==> src/hw/rtl/dfs_pkg.sv <==
// ----------------------------------------------------------------------------
// Delimited field select package
// Shared widths, character codes, status codes, register indexes and types.
// ----------------------------------------------------------------------------
package dfs_pkg;

   localparam int CHAR_W        = 8;
   localparam int STATUS_W      = 2;
   localparam int FIELD_INDEX_W = 16;
   localparam int DELIM_LEN_W   = 3;
   localparam int DELIM_BYTES_W = 32;
   localparam int CAPACITY_W    = 17;
   localparam int CSR_IDX_W     = 2;
   localparam int CSR_DATA_W    = 32;

   localparam logic [CHAR_W-1:0] CHAR_NUL     = 8'h00;
   localparam logic [CHAR_W-1:0] CHAR_NEWLINE = 8'h0A;

   localparam logic [STATUS_W-1:0] ST_OK   = 2'd0;
   localparam logic [STATUS_W-1:0] ST_FEW  = 2'd1;
   localparam logic [STATUS_W-1:0] ST_FULL = 2'd2;

   localparam logic [CSR_IDX_W-1:0] CSR_FIELD_INDEX  = 2'd0;
   localparam logic [CSR_IDX_W-1:0] CSR_DELIM_LEN    = 2'd1;
   localparam logic [CSR_IDX_W-1:0] CSR_DELIM_BYTES  = 2'd2;
   localparam logic [CSR_IDX_W-1:0] CSR_OUT_CAPACITY = 2'd3;

   typedef enum logic [1:0] {
      PH_SKIPPING,
      PH_EMITTING,
      PH_DONE
   } phase_type;

   typedef struct packed {
      logic [FIELD_INDEX_W-1:0] field_index;
      logic [DELIM_LEN_W-1:0]   delim_len;
      logic [DELIM_BYTES_W-1:0] delim_bytes;
      logic [CAPACITY_W-1:0]    out_capacity;
   } cfg_type;

   localparam cfg_type CFG_RESET = '{
      field_index:  16'd0,
      delim_len:    3'd1,
      delim_bytes:  32'd44,
      out_capacity: 17'd256
   };

   typedef struct packed {
      logic                valid;
      logic [CHAR_W-1:0]   field_byte;
      logic                end_mark;
      logic [STATUS_W-1:0] end_status;
   } res_type;

endpackage

==> src/hw/rtl/dfs_csr.sv <==
// ----------------------------------------------------------------------------
// Delimited field select configuration registers
// Holds field index, delimiter length, delimiter bytes and output capacity.
// ----------------------------------------------------------------------------
module dfs_csr
   import dfs_pkg::*;
(
   input  logic                  clock,
   input  logic                  reset,
   input  logic                  csr_valid,
   output logic                  csr_ready,
   input  logic [CSR_IDX_W-1:0]  csr_index,
   input  logic [CSR_DATA_W-1:0] csr_wdata,
   output cfg_type               cfg
);

   cfg_type cfg_ff;
   cfg_type cfg_in;

   assign csr_ready = 1'b1;
   assign cfg       = cfg_ff;

   always_comb begin
      cfg_in = cfg_ff;
      if (csr_valid && csr_ready) begin
         unique case (csr_index)
            CSR_FIELD_INDEX:  cfg_in.field_index  = csr_wdata[FIELD_INDEX_W-1:0];
            CSR_DELIM_LEN:    cfg_in.delim_len    = csr_wdata[DELIM_LEN_W-1:0];
            CSR_DELIM_BYTES:  cfg_in.delim_bytes  = csr_wdata[DELIM_BYTES_W-1:0];
            CSR_OUT_CAPACITY: cfg_in.out_capacity = csr_wdata[CAPACITY_W-1:0];
         endcase
      end
   end

   always_ff @(posedge clock) begin
      if (reset) begin
         cfg_ff <= CFG_RESET;
      end else begin
         cfg_ff <= cfg_in;
      end
   end

endmodule

==> src/hw/rtl/dfs_core.sv <==
// ----------------------------------------------------------------------------
// Delimited field select window engine
// Keeps the look-ahead window and line state and performs one window
// examination per advancing cycle, giving at most one result.
// ----------------------------------------------------------------------------
module dfs_core
   import dfs_pkg::*;
#(
   parameter int MAX_DELIM_BYTES = 4,
   parameter int INDEX_BITS      = 16
)
(
   input  logic              clock,
   input  logic              reset,
   input  logic              advance,
   input  logic [CHAR_W-1:0] in_char,
   input  logic              in_fresh,
   input  cfg_type           cfg,
   output res_type           res,
   output logic              item_done
);

   localparam int FW = $clog2(MAX_DELIM_BYTES + 1);

   typedef enum logic [3:0] {
      ACT_IGNORE,
      ACT_APPEND,
      ACT_LINE_END,
      ACT_FIELD_END,
      ACT_FULL,
      ACT_CROSS,
      ACT_EMIT,
      ACT_DROP,
      ACT_REARM
   } action_type;

   logic [CHAR_W-1:0]     win_ff [MAX_DELIM_BYTES];
   logic [CHAR_W-1:0]     win_in [MAX_DELIM_BYTES];
   logic [FW-1:0]         fill_ff;
   logic [FW-1:0]         fill_in;
   logic [INDEX_BITS-1:0] crossed_ff;
   logic [INDEX_BITS-1:0] crossed_in;
   phase_type             phase_ff;
   phase_type             phase_in;
   logic [CAPACITY_W-1:0] emitted_ff;
   logic [CAPACITY_W-1:0] emitted_in;

   logic [CHAR_W-1:0]     wwin  [MAX_DELIM_BYTES];
   logic [CHAR_W-1:0]     sh1   [MAX_DELIM_BYTES];
   logic [CHAR_W-1:0]     shd   [MAX_DELIM_BYTES];
   logic [FW-1:0]         wfill;
   logic [FW-1:0]         dlen;
   logic [INDEX_BITS-1:0] eff_index;
   logic [CAPACITY_W-1:0] room;
   logic                  is_nul;
   logic                  appending;
   logic                  head_nl;
   logic                  dmatch;
   logic                  full;
   phase_type             eph;
   action_type            act;
   action_type            exam_act;

   assign is_nul    = (in_char == CHAR_NUL);
   assign appending = !is_nul && in_fresh;
   assign eff_index = INDEX_BITS'(cfg.field_index);
   assign room      = (cfg.out_capacity == '0) ? '0 : cfg.out_capacity - CAPACITY_W'(1);
   assign full      = (emitted_ff >= room);
   assign wfill     = appending ? fill_ff + FW'(1) : fill_ff;
   assign head_nl   = (wwin[0] == CHAR_NEWLINE);

   always_comb begin
      if (cfg.delim_len == '0) begin
         dlen = FW'(1);
      end else if (int'(cfg.delim_len) > MAX_DELIM_BYTES) begin
         dlen = FW'(MAX_DELIM_BYTES);
      end else begin
         dlen = FW'(cfg.delim_len);
      end
   end

   always_comb begin
      for (int i = 0; i < MAX_DELIM_BYTES; i++) begin
         wwin[i] = win_ff[i];
         if (appending && fill_ff == FW'(i)) begin
            wwin[i] = in_char;
         end
      end
   end

   always_comb begin
      dmatch = (wfill >= dlen);
      for (int i = 0; i < MAX_DELIM_BYTES; i++) begin
         if (FW'(i) < dlen && wwin[i] != CHAR_W'(cfg.delim_bytes >> (CHAR_W * i))) begin
            dmatch = 1'b0;
         end
      end
   end

   always_comb begin
      for (int i = 0; i < MAX_DELIM_BYTES; i++) begin
         sh1[i] = (i + 1 < MAX_DELIM_BYTES) ? wwin[(i + 1) % MAX_DELIM_BYTES] : wwin[i];
         shd[i] = wwin[i];
         for (int j = 1; j < MAX_DELIM_BYTES; j++) begin
            if (i + j < MAX_DELIM_BYTES && dlen == FW'(j)) begin
               shd[i] = wwin[(i + j) % MAX_DELIM_BYTES];
            end
         end
      end
   end

   assign eph = (phase_ff == PH_SKIPPING && crossed_ff >= eff_index) ? PH_EMITTING : phase_ff;

   always_comb begin
      priority if (head_nl) begin
         exam_act = ACT_LINE_END;
      end else if (dmatch) begin
         exam_act = (eph == PH_EMITTING) ? ACT_FIELD_END : ACT_CROSS;
      end else if (eph == PH_EMITTING) begin
         exam_act = full ? ACT_FULL : ACT_EMIT;
      end else begin
         exam_act = ACT_DROP;
      end
   end

   always_comb begin
      if (!is_nul) begin
         priority if (phase_ff == PH_DONE) begin
            act = ACT_IGNORE;
         end else if (wfill < dlen) begin
            act = ACT_APPEND;
         end else begin
            act = exam_act;
         end
      end else begin
         if (phase_ff != PH_DONE && fill_ff != '0) begin
            act = exam_act;
         end else begin
            act = ACT_REARM;
         end
      end
   end

   // Next state.
   always_comb begin
      win_in     = win_ff;
      fill_in    = fill_ff;
      crossed_in = crossed_ff;
      phase_in   = phase_ff;
      emitted_in = emitted_ff;
      unique case (act)
         ACT_IGNORE: begin
         end
         ACT_APPEND: begin
            win_in  = wwin;
            fill_in = wfill;
         end
         ACT_LINE_END, ACT_FIELD_END, ACT_FULL: begin
            fill_in  = '0;
            phase_in = PH_DONE;
         end
         ACT_CROSS: begin
            win_in     = shd;
            fill_in    = wfill - dlen;
            crossed_in = crossed_ff + INDEX_BITS'(1);
            phase_in   = eph;
         end
         ACT_EMIT: begin
            win_in     = sh1;
            fill_in    = wfill - FW'(1);
            emitted_in = emitted_ff + CAPACITY_W'(1);
            phase_in   = eph;
         end
         ACT_DROP: begin
            win_in   = sh1;
            fill_in  = wfill - FW'(1);
            phase_in = eph;
         end
         ACT_REARM: begin
            fill_in    = '0;
            crossed_in = '0;
            emitted_in = '0;
            phase_in   = PH_SKIPPING;
         end
         default: begin
         end
      endcase
   end

   // Result and item completion.
   always_comb begin
      res            = '0;
      res.end_status = ST_OK;
      item_done      = 1'b1;
      unique case (act)
         ACT_IGNORE, ACT_APPEND: begin
         end
         ACT_REARM: begin
            if (phase_ff != PH_DONE) begin
               res.valid    = 1'b1;
               res.end_mark = 1'b1;
               res.end_status =
                  (phase_ff == PH_SKIPPING && crossed_ff < eff_index) ? ST_FEW : ST_OK;
            end
         end
         default: begin
            item_done = !is_nul && (phase_in == PH_DONE || fill_in < dlen);
            unique case (act)
               ACT_LINE_END: begin
                  res.valid      = 1'b1;
                  res.end_mark   = 1'b1;
                  res.end_status = (eph == PH_SKIPPING) ? ST_FEW : ST_OK;
               end
               ACT_FIELD_END: begin
                  res.valid    = 1'b1;
                  res.end_mark = 1'b1;
               end
               ACT_FULL: begin
                  res.valid      = 1'b1;
                  res.end_mark   = 1'b1;
                  res.end_status = ST_FULL;
               end
               ACT_EMIT: begin
                  res.valid      = 1'b1;
                  res.field_byte = wwin[0];
               end
               default: begin
               end
            endcase
         end
      endcase
   end

   always_ff @(posedge clock) begin
      if (reset) begin
         fill_ff    <= '0;
         crossed_ff <= '0;
         phase_ff   <= PH_SKIPPING;
         emitted_ff <= '0;
      end else if (advance) begin
         fill_ff    <= fill_in;
         crossed_ff <= crossed_in;
         phase_ff   <= phase_in;
         emitted_ff <= emitted_in;
      end
   end

   always_ff @(posedge clock) begin
      if (advance) begin
         win_ff <= win_in;
      end
   end

endmodule

==> src/hw/rtl/delimited_field_select.sv <==
// A byte is registered on transfer; the result it causes is registered onto rsp.
// Throughput: one byte per cycle while rsp is not stalled, set by the single window
// examination per cycle. Each further examination of one byte holds the input: a zero
// byte drains the window, and a delimiter shortened mid-line drains it below its length.
// Reset is synchronous: it clears line state and handshakes and loads register defaults.
// ----------------------------------------------------------------------------
// Delimited field select
// Streams a zero-terminated text line and returns the bytes of one
// delimiter-separated field followed by an end mark with status.
// ----------------------------------------------------------------------------
module delimited_field_select
   import dfs_pkg::*;
#(
   parameter int MAX_DELIM_BYTES = 4,
   parameter int INDEX_BITS      = 16
)
(
   input  logic                  clock,
   input  logic                  reset,
   input  logic                  req_valid,
   output logic                  req_stall,
   input  logic [CHAR_W-1:0]     req_char_in,
   output logic                  rsp_valid,
   input  logic                  rsp_stall,
   output logic [CHAR_W-1:0]     rsp_field_byte,
   output logic                  rsp_end_mark,
   output logic [STATUS_W-1:0]   rsp_end_status,
   input  logic                  csr_valid,
   output logic                  csr_ready,
   input  logic [CSR_IDX_W-1:0]  csr_index,
   input  logic [CSR_DATA_W-1:0] csr_wdata
);

   cfg_type           cfg;
   res_type           res;
   logic              item_done;
   logic              advance;
   logic              consumed;

   logic              in_valid_ff;
   logic              in_valid_in;
   logic              in_fresh_ff;
   logic              in_fresh_in;
   logic [CHAR_W-1:0] in_char_ff;
   res_type           out_ff;
   res_type           out_in;

   dfs_csr u_csr (
      .clock     (clock),
      .reset     (reset),
      .csr_valid (csr_valid),
      .csr_ready (csr_ready),
      .csr_index (csr_index),
      .csr_wdata (csr_wdata),
      .cfg       (cfg)
   );

   dfs_core #(
      .MAX_DELIM_BYTES (MAX_DELIM_BYTES),
      .INDEX_BITS      (INDEX_BITS)
   ) u_core (
      .clock     (clock),
      .reset     (reset),
      .advance   (advance),
      .in_char   (in_char_ff),
      .in_fresh  (in_fresh_ff),
      .cfg       (cfg),
      .res       (res),
      .item_done (item_done)
   );

   assign advance   = in_valid_ff && (!out_ff.valid || !rsp_stall);
   assign consumed  = advance && item_done;
   assign req_stall = in_valid_ff && !consumed;

   always_comb begin
      in_valid_in = in_valid_ff;
      in_fresh_in = in_fresh_ff;
      if (req_valid && !req_stall) begin
         in_valid_in = 1'b1;
         in_fresh_in = 1'b1;
      end else if (consumed) begin
         in_valid_in = 1'b0;
      end else if (advance) begin
         in_fresh_in = 1'b0;
      end
   end

   always_comb begin
      out_in = out_ff;
      if (advance && res.valid) begin
         out_in = res;
      end else if (!rsp_stall) begin
         out_in.valid = 1'b0;
      end
   end

   always_ff @(posedge clock) begin
      if (reset) begin
         in_valid_ff <= 1'b0;
         in_fresh_ff <= 1'b0;
         out_ff.valid <= 1'b0;
      end else begin
         in_valid_ff <= in_valid_in;
         in_fresh_ff <= in_fresh_in;
         out_ff.valid <= out_in.valid;
      end
      out_ff.field_byte <= out_in.field_byte;
      out_ff.end_mark   <= out_in.end_mark;
      out_ff.end_status <= out_in.end_status;
   end

   always_ff @(posedge clock) begin
      if (req_valid && !req_stall) begin
         in_char_ff <= req_char_in;
      end
   end

   assign rsp_valid      = out_ff.valid;
   assign rsp_field_byte = out_ff.field_byte;
   assign rsp_end_mark   = out_ff.end_mark;
   assign rsp_end_status = out_ff.end_status;

endmodule

==> config.mk <==
export PLATFORM = sky130hd
export DESIGN_NAME = delimited_field_select
export DESIGN_NICKNAME = d
export VERILOG_FILES = /design/src/hw/rtl/dfs_pkg.sv /design/src/hw/rtl/dfs_csr.sv /design/src/hw/rtl/dfs_core.sv /design/src/hw/rtl/delimited_field_select.sv
export SDC_FILE = /design/constraint.sdc
export NUM_CORES = 1
export LEC_CHECK = 0
export ABC_AREA = 0
export BUFFER_PORTS_ARGS = -buffer_cell sky130_fd_sc_hd__clkbuf_2
export CAP_MARGIN = 20
export CORE_ASPECT_RATIO = 1.5
export CORE_MARGIN = 2
export CORE_UTILIZATION = 56
export CTS_CLUSTER_SIZE = 14
export DETAILED_ROUTE_END_ITERATION = 10
export GPL_TIMING_DRIVEN = 0
export PLACE_DENSITY = 0.74
export SLEW_MARGIN = 25
export SYNTH_ARGS = -nofsm -noshare
export SYNTH_HDL_FRONTEND = slang
export SYNTH_HIERARCHICAL = 1
export SYNTH_SLANG_ARGS = --single-unit
==> constraint.sdc <==
create_clock -name clock -period 6.1 [get_ports clock]
set_clock_uncertainty 0.2 [all_clocks]
set_input_delay 0.915 -clock clock [delete_from_list [all_inputs] [get_ports clock]]
set_output_delay 0.915 -clock clock [all_outputs]
set_load 0.02 [all_outputs]
# == Word level (Yosys, flattened, before mapping) ==
# Cells that the tools add are included.
# word_totals
ff_bits,160
inputBits,47
output_inout_bits,14
elab_cells,170
# op_classes
n_addsub,6
order_cmp,11
eq_ne,28
muxes,50
n_bitwise,1
reduce_logical,55
# ops
operator,count
case mux 32 bit (3 select lines),1
two-way mux 8 bit,10
case mux 17 bit (2 select lines),1
inequality test 8 bit,4
case mux 16 bit (2 select lines),1
two-way mux 4 bit,7
logical AND 1 bit,18
adder 17 x 1 -> 17 bit (second input constant),1
>= comparator 17 bit,1
zero test 17 bit,1
two-way mux 1 bit,17
two-way mux 17 bit,1
subtractor 17 x 1 -> 17 bit (second input constant),1
adder 16 x 1 -> 16 bit (second input constant),1
== test 4 x 3 -> 1 bit (second input constant),4
>= comparator 16 bit,1
< comparator 16 bit,1
AND reduction 2 bit,8
two-way mux 3 bit,5
== test 3 x 2 -> 1 bit (second input constant),4
case mux 3 bit (4 select lines),1
OR reduction 4 bit,3
OR reduction 3 bit,3
== test 2 bit (second input constant),4
other kinds (31),52

# == Depth between registers and ports, before layout ==
# Gate-level depths: netlist (run 1).
# logic_depth
ltp_word,30
mapped_depth,25
mapped_depth_nobuf,23

# == Modules after synthesis ==
# Netlist (run 1), hierarchy kept.
# modules_own_cells
module,n_inst,cells_per_inst,area_each_um2
dfs_core,1,827,6627.6
dfs_csr,1,267,2835.2
delimited_field_select,1,34,713.2

# == Worst setup path before layout (run 1) ==
# OpenSTA, ideal clock, no wires.
# synth_path
kind,register -> output
start,register in_char_ff[3]
end,output port req_stall
t_arrival_ns,5.198
required_ns,4.985
setup_slack_ns,-0.213
stages_incl_launch_ff,24
path_buffers,5
path_cell_list,edfxtp_1 buf_6 or4_4 buf_6 or2_1 clkbuf_1 nand2_1 mux2_2 ha_1 a21o_1 a21oi_1 a211oi_4 o21ai_1 or2_2 clkbuf_1 or4_1 buf_2 o211ai_1 o22a_1 ha_1 a21oi_1 nor3_1 a22oi_1 a21boi_2
# synth_between
elab_chain_len,26
word_cells_on_any_way,59
cone_classes,add/sub (2); order compare (3); eq/ne (14); mux (18); reduce/logical (22)
# synth_rtl
item,line_no,rtl
start: declaration,delimited_field_select.sv:44,logic [CHAR_W-1:0] in_char_ff;
start signal: assignment,delimited_field_select.sv:115,in_char_ff <= req_char_in;
zero test 8 bit,dfs_core.sv:64,assign is_nul = (in_char == CHAR_NUL);
zero test 1 bit,dfs_core.sv:65,assign appending = !is_nul && in_fresh;
logical AND 1 bit,dfs_core.sv:65,
logical AND 1 bit,dfs_core.sv:85,if (appending && fill_ff == FW'(i)) begin
two-way mux 8 bit,dfs_core.sv:85,
inequality test 8 bit,dfs_core.sv:94,if (FW'(i) < dlen && wwin[i] != CHAR_W'(cfg.delim_bytes >> (CHAR_W * i))) begin
logical AND 1 bit,dfs_core.sv:94,
two-way mux 1 bit (4 in series),dfs_core.sv:94,
[8 not listed],--,
named net u_core.fill_in[1],dfs_core.sv:40,logic [FW-1:0] fill_in;
< comparator 3 bit (*),dfs_core.sv:207,item_done = !is_nul && (phase_in == PH_DONE || fill_in < dlen);
logical OR 1 bit (*),dfs_core.sv:207,
logical AND 1 bit (*),dfs_core.sv:207,
two-way mux 1 bit (*),dfs_core.sv:195,unique case (act)
named net item_done,delimited_field_select.sv:36,logic item_done;
logical AND 1 bit (*),delimited_field_select.sv:73,assign consumed = advance && item_done;
zero test 1 bit (*),delimited_field_select.sv:74,assign req_stall = in_valid_ff && !consumed;
logical AND 1 bit (*),delimited_field_select.sv:74,
end: declaration,delimited_field_select.sv:21,"output logic req_stall,"
# Mark *: on every way through the listed nets, which the timed path passes. The rest lies on a longest branch.

# == Worst setup path after layout (run 1) ==
# layout_path
start,register in_char_ff[5]
end,output port req_stall
# The elaborated chain is that of the path after synthesis.

==> results.py, run 1 <==
metrics = {
    "die": {
        "core_um2": 17900,
        "num_rows": 60,
        "io_pins": 61,
        "start_util": 0.570,
        "die_area_um2": 19300,
        "die_h_um": 169,
        "fp.dieW_um": 114,
    },
    "power_and_ir_drop": {
        "powerDensity_nw_per_um2": 339,
        "ir_worst_vdd_mv": 0.243,
        "finalPower_mw": 4.05,
        "p_leak_nw": 4.81,
    },
    "worst_setup_path": {
        "crit_arrival_ps": 5320,
        "crit_path_start_kind": "register",
        "cp_num_buf_inv": 4,
        "cp-end-kind": "primary output",
        "cp_slowest_stage_delay_ps": 530,
        "crit_path_top_delay_cell": "or4_4",
        "crit_path_max_fanout": 4,
        "crit_chain": "or4_4, buf_6, or2_4, clkbuf_16, nand2_8, xnor2_1, ha_1, nand2b_1, a21o_1, a21o_1, o2111ai_2, nor4_4, nand4_1, o211a_4, clkbuf_16, nor2b_4, o22a_1, ha_2, or4b_4, a22oi_2, a21boi_2, clkbuf_8",
        "crit_family": "simple AND/OR/NAND/NOR gates",
        "critical_path_class": "register to primary output",
        "required_ps": 4980,
    },
    "final_layout": {
        "final_cell_mix": "121 x nand2b_1, 107 x dfxtp_1, 92 x mux2i_1",
        "fin_area_um2": 12000,
        "final_common_cell": "nand2b_1",
        "final_core_util": 0.669,
        "fin_nets": 1328,
        "final.fill_count": 1458,
        "areaGrowthSynthToFinish_pct": 17.5,
        "drive_gt1_frac": 0.165,
        "n_antenna_cell": 0,
    },
    "synthesis": {
        "syn_inst": 1128,
        "syn_nets": 1223,
        "yosys.area.top_type_share": 0.214,
        "ys.flop_type": "dfxtp_1",
        "async_reset_ff_frac": 0,
        "netlist_area_um2": 10200,
        "yosysSeqAreaShare": 0.365,
        "synth_edf_count": 51,
        "ys_warn_count": 6,
        "synth_top_cell_by_area": "dfxtp_1",
        "syn_area_per_cell_um2": 9.02,
        "ys_ff_latch": 160,
        "yosys-top-cells-area": "dfxtp_1 21%, edfxtp_1 15%, mux2i_1 9.0%",
        "synth_cell_types": 81,
    },
    "place": {
        "pre_cts_ws_ps": -1090,
        "port_buffers": 59,
        "hpwlAfterDp_um": 22300,
        "place_area_um2": 10800,
        "place.gp.congestion": 0.993,
    },
    "run_status": {
        "status": "finished with violations",
        "violations": "negative setup slack",
    },
    "timing": {
        "period_needed_ps": 6440,
        "hold_slack_ps": 278,
        "drv_slew": 0,
        "relSlewSlack": 0.440,
        "fmax_ghz": 0.155,
        "setup_viol": 1,
        "period_share": 1.06,
        "setup_slack_ps": -339,
        "rsz0062_at_grt": "true",
        "hold_viol_final": 0,
        "tightest_slew_ps": 835,
    },
    "clocking": {
        "holdBufCountCts": 0,
        "htree_levels": 4,
        "cts_tree": "built",
        "clk_latency_ps": 430,
        "cts_inserted_buffers": 17,
        "clkTransAtPathRegs_ps": 70,
        "clkSinkCount": 160,
        "clock_path_buffers": 2,
        "root_buffer": "clkbuf_16",
    },
    "global_routing": {
        "grt_usage": 0.312,
        "grt_pass1_wl_um": 46300,
        "grt-ovfl-total": 0,
        "antenna_found_initial": 0,
        "grt_pass1_vias": 8847,
        "grt_max_degree": 19,
    },
    "flow_run": {
        "drv_cap": 0,
    },
    "routing": {
        "num_vias": 9142,
        "vias_per_cell": 6.25,
        "drt-initial-drc-count": 742,
        "totalWireLength_um": 30100,
        "wl_per_cell_um": 20.5,
        "ant_nets": 0,
        "drc_errors": 0,
        "first_pass_iters": 5,
    },
    "hold_path": {
        "hold_path.class": "register to register",
    },
}
-- Yosys cell counts, types with 26 or more instances --
cell type  number
o21ai_0        41
nor2_1         61
dfxtp_1       109
a21oi_1        70
clkbuf_1       40
edfxtp_1       51
nand2_1        87
ha_1           47
nand2b_1      121
xor2_1         26
mux2i_1        92
inv_1          46
-- cell families (layout without fill, tap and decap cells) --
kind of cell	count (synthesis)	after routing	synth area share
flip-flops	160	160	0.365
other	1	1	0.000369
XOR/XNOR	50	50	0.0430
multiplexers	93	93	0.0916
adder cells (fa/ha/maj)	48	48	0.0598
buffers and inverters	109	227	0.0480
AO/OA/AOI/OAI	249	249	0.166
AND/OR/NAND/NOR	418	418	0.226
-- layout make-up --
type	count	area, um2	share of cell area
plain buffers	59	357	0.0298
repair buffers	90	544	0.0455
clock buffers	17	425	0.0356
well taps	217	272	0.0227
clock inverters	15	224	0.0187
inverters	46	173	0.0144
flip-flops and latches	160	3720	0.311
multi-input cells	859	6240	0.522
-- registers in the layout (all words and copies together), names as in the netlist --
name and flops:
u_csr/cfg 68, u_core/win_ff 32, u_core/emitted_ff 17, u_core/crossed_ff 16, in_char_ff 8, rsp_field_byte 8
u_core/fill_ff 3, rsp_end_status 2, u_core/phase_ff 2, in_fresh_ff 1, in_valid_ff 1, rsp_end_mark 1
rsp_valid 1
-- report_power, final --
part | total (mW) | switching, mW | internal [mW]
registers | 1.35 | 0.0789 | 1.28
clock network | 1.19 | 0.487 | 0.701
logic | 1.50 | 0.902 | 0.603
-- worst reg2reg max path, delay by kind of cell (launching register included) --
kind / cells / cell delay [ps]
and+or+nand+nor: 9 / 2360
AOI/OAI and AO/OA: 7 / 1230
buffers and inverters: 5 / 690
adders and majority gates: 2 / 530
DFF: 1 / 410
xor gates and xnor gates: 1 / 130
-- what timing repair did --
action,in CTS,in global routing
setup endpoints to repair,22,9
endpoints found under the hold margin,0,0
setup buffers,20,10
cloned,0,0
pin swaps,18,22
resized for setup,41,24
-- per-stage QoR --
step                      setup TNS [ps]  instances
after CTS                           -380       1453
after global routing               -1100       1463
after global placement            -51970       1404
final                               -339       1463
after detailed placement          -17690       1405
after floorplan                        0       1128
-- routing by layer --
metal  vias to the layer above  global-route usage  share of wire
met1                      4365               0.322           0.36
met4                         0               0.208          0.073
li1                       4303                   -              -
met2                       342               0.573           0.53
met3                       132              0.0462          0.042
met5                         -                   0              0
-- path summary, 6_finish.rpt --
kind | start | end | slack (ps) | cells after the start
max | in_char_ff[5] | req_stall | -340 | 22
min | u_csr/cfg[55] | u_csr/cfg[55] | 280 | 2
max reg2reg | in_char_ff[5] | in_char_ff[2] | 190 | 24
min reg2reg | u_csr/cfg[55] | u_csr/cfg[55] | 280 | 2
(Power assumes the default switching activity.)
==> run 2, diff against run 1 <==
--- a/config.mk
+++ b/config.mk
@@ -6,6 +6,7 @@
 export NUM_CORES = 1
 export LEC_CHECK = 0
 export ABC_AREA = 0
+export ABC_CLOCK_PERIOD_IN_PS = 6100
 export BUFFER_PORTS_ARGS = -buffer_cell sky130_fd_sc_hd__clkbuf_2
 export CAP_MARGIN = 20
 export CORE_ASPECT_RATIO = 1.5
@@ -15,7 +16,7 @@
 export DETAILED_ROUTE_END_ITERATION = 10
 export GPL_TIMING_DRIVEN = 0
 export PLACE_DENSITY = 0.74
-export SLEW_MARGIN = 25
+export SLEW_MARGIN = 10
 export SYNTH_ARGS = -nofsm -noshare
 export SYNTH_HDL_FRONTEND = slang
 export SYNTH_HIERARCHICAL = 1
==> constraint.sdc (replaced) <==
create_clock -name clock -period 6.1 [get_ports clock]
set_clock_uncertainty 0.2 [all_clocks]
set_input_delay 1.22 -clock clock [delete_from_list [all_inputs] [get_ports clock]]
set_output_delay 1.22 -clock clock [all_outputs]
set_load 0.02 [all_outputs]
==> results.py, run 2 (synthesis gave the netlist of run 1 again) <==
metrics = {
    "timing": {
        "setup_tns_ps": -668,
        "tightest_slew_ps": 1100,
        "setup_slack_ps": -668,
        "relSlewSlack": 0.258,
        "hold_slack_ps": 282,
        "period_needed_ps": 6770,
        "setup_viol": 1,
        "fmax_ghz": 0.148,
        "hold_viol_final": 0,
        "period_share": 1.11,
        "rsz0062_at_grt": "true",
        "drv_slew": 0,
    },
    "worst_setup_path": {
        "crit_path_max_fanout": 5,
        "crit_path_start_kind": "register",
        "cp-end-kind": "primary output",
        "crit_arrival_ps": 5350,
        "required_ps": 4680,
        "r2r-end": "in_char_ff[7]",
        "rr_startpoint": "u_csr/cfg[1]",
        "r2r_cells": 24,
        "r2r_setup_slack_ps": 270,
        "critical_path_class": "register to primary output",
    },
    "clocking": {
        "clk_latency_ps": 440,
        "root_buffer": "clkbuf_16",
        "holdBufCountCts": 0,
        "clkSinkCount": 160,
        "htree_levels": 4,
        "cts_inserted_buffers": 17,
        "clkTransAtPathRegs_ps": 70,
        "cts_tree": "built",
        "clock_path_buffers": 2,
    },
    "hold_path": {
        "hold_path_startpoint": "u_csr/cfg[67]",
        "hold_path.class": "register to register",
        "holdPathEnd": "u_csr/cfg[67]",
        "hold-path-cell-count": 2,
    },
    "routing": {
        "vias_per_cell": 6.22,
        "ant_nets": 0,
        "first_pass_iters": 6,
        "totalWireLength_um": 30500,
        "num_vias": 9127,
        "wl_per_cell_um": 20.7,
        "drt-initial-drc-count": 580,
        "drc_errors": 0,
    },
    "flow_run": {
        "drv_cap": 0,
    },
    "place": {
        "place.gp.congestion": 1.01,
        "hpwlAfterDp_um": 22700,
        "port_buffers": 59,
    },
    "power_and_ir_drop": {
        "p_leak_nw": 4.80,
        "ir_worst_vdd_mv": 0.239,
        "powerDensity_nw_per_um2": 330,
    },
    "die": {
        "num_rows": 60,
        "core_um2": 17900,
        "die_h_um": 169,
        "start_util": 0.570,
        "die_area_um2": 19300,
        "fp.dieW_um": 114,
        "io_pins": 61,
    },
    "final_layout": {
        "n_antenna_cell": 0,
        "multi_input_area_um2": 6270,
        "final_common_cell": "nand2b_1",
        "final_cell_mix": "121 x nand2b_1, 106 x dfxtp_1, 92 x mux2i_1",
        "seqCellArea_um2": 3720,
        "final.fill_count": 1524,
        "largest_reg_flops": 68,
        "areaGrowthSynthToFinish_pct": 17.3,
        "drive_gt1_frac": 0.172,
        "fin_nets": 1333,
    },
    "global_routing": {
        "grt_pass1_wl_um": 46300,
        "grt-ovfl-total": 0,
        "grt_max_degree": 20,
        "grt_pass1_vias": 8814,
        "grt_usage": 0.313,
        "antenna_found_initial": 0,
    },
    "run_status": {
        "status": "finished with violations",
        "violations": "negative setup slack",
    },
}
run 2: routing by layer:
layer | track usage | part of all wire
met1 | 0.336 | 0.37
met2 | 0.568 | 0.52
met3 | 0.0465 | 0.040
met4 | 0.196 | 0.066
met5 | 0 | 0
run 2: how the worst max path moves through the flow:
| stage | startpoint | end | cells after the start |
|---|---|---|---|
| global placement | u_csr/cfg[0] | req_stall | 24 |
| detailed placement | u_csr/cfg[0] | req_stall | 24 |
| finish | u_csr/cfg[1] | req_stall | 22 |
| CTS | in_char_ff[4] | req_stall | 21 |
| floorplan | in_char_ff[3] | req_stall | 23 |
| global route | u_csr/cfg[1] | req_stall | 22 |
run 2: power breakdown:
| part | total (mW) | switching (mW) | internal, mW |
|---|---|---|---|
| sequential | 1.36 | 0.0796 | 1.28 |
| combinational | 1.54 | 0.907 | 0.637 |
| clock | 1.04 | 0.501 | 0.541 |
| total | 3.94 | 1.49 | 2.45 |
run 2: timing repair:
item	in CTS	in global routing
endpoints found under the setup margin	22	9
buffers inserted	22	13
pin swaps	18	23
endpoints found under the hold margin	0	0
gates resized for setup	33	28
run 2: final cells by class:
type	instances	area share
multi-input cells	859	0.525
clock inverters	15	0.0122
inverters	46	0.0145
flip-flops and latches	160	0.311
well taps	217	0.0227
repair buffers	96	0.0495
clock buffers	17	0.0356
plain buffers	58	0.0286
run 2: per-stage QoR:
stage | setup slack [ps] | cell area (um2) | util | instances | power (mW)
floorplan | -170 | 10300 | - | 1128 | 2.30
global placement | -1210 | 10800 | 0.606 | 1404 | 2.66
detailed placement | -1310 | 10900 | 0.608 | 1405 | 2.69
CTS | -726 | 11700 | 0.656 | 1455 | 3.86
global route | -814 | 11900 | 0.668 | 1468 | 4.12
finish | -668 | 11900 | 0.668 | 1468 | 3.94
run 2: critical path: stages, from the launching register on:
cell	delay [ps]
dfxtp_2	350
inv_2	70
ha_4	140
nor3b_4	230
nand3_2	140
or4b_4	590
or2_4	270
and2_1	180
ha_1	280
nand4_1	120
nor4_2	290
a41oi_1	150
o2111ai_2	150
nand2_2	110
o211a_4	170
clkbuf_16	150
nor2b_4	120
o22a_1	210
ha_4	180
or4b_4	480
a22oi_2	280
a21boi_4	100
buf_8	130
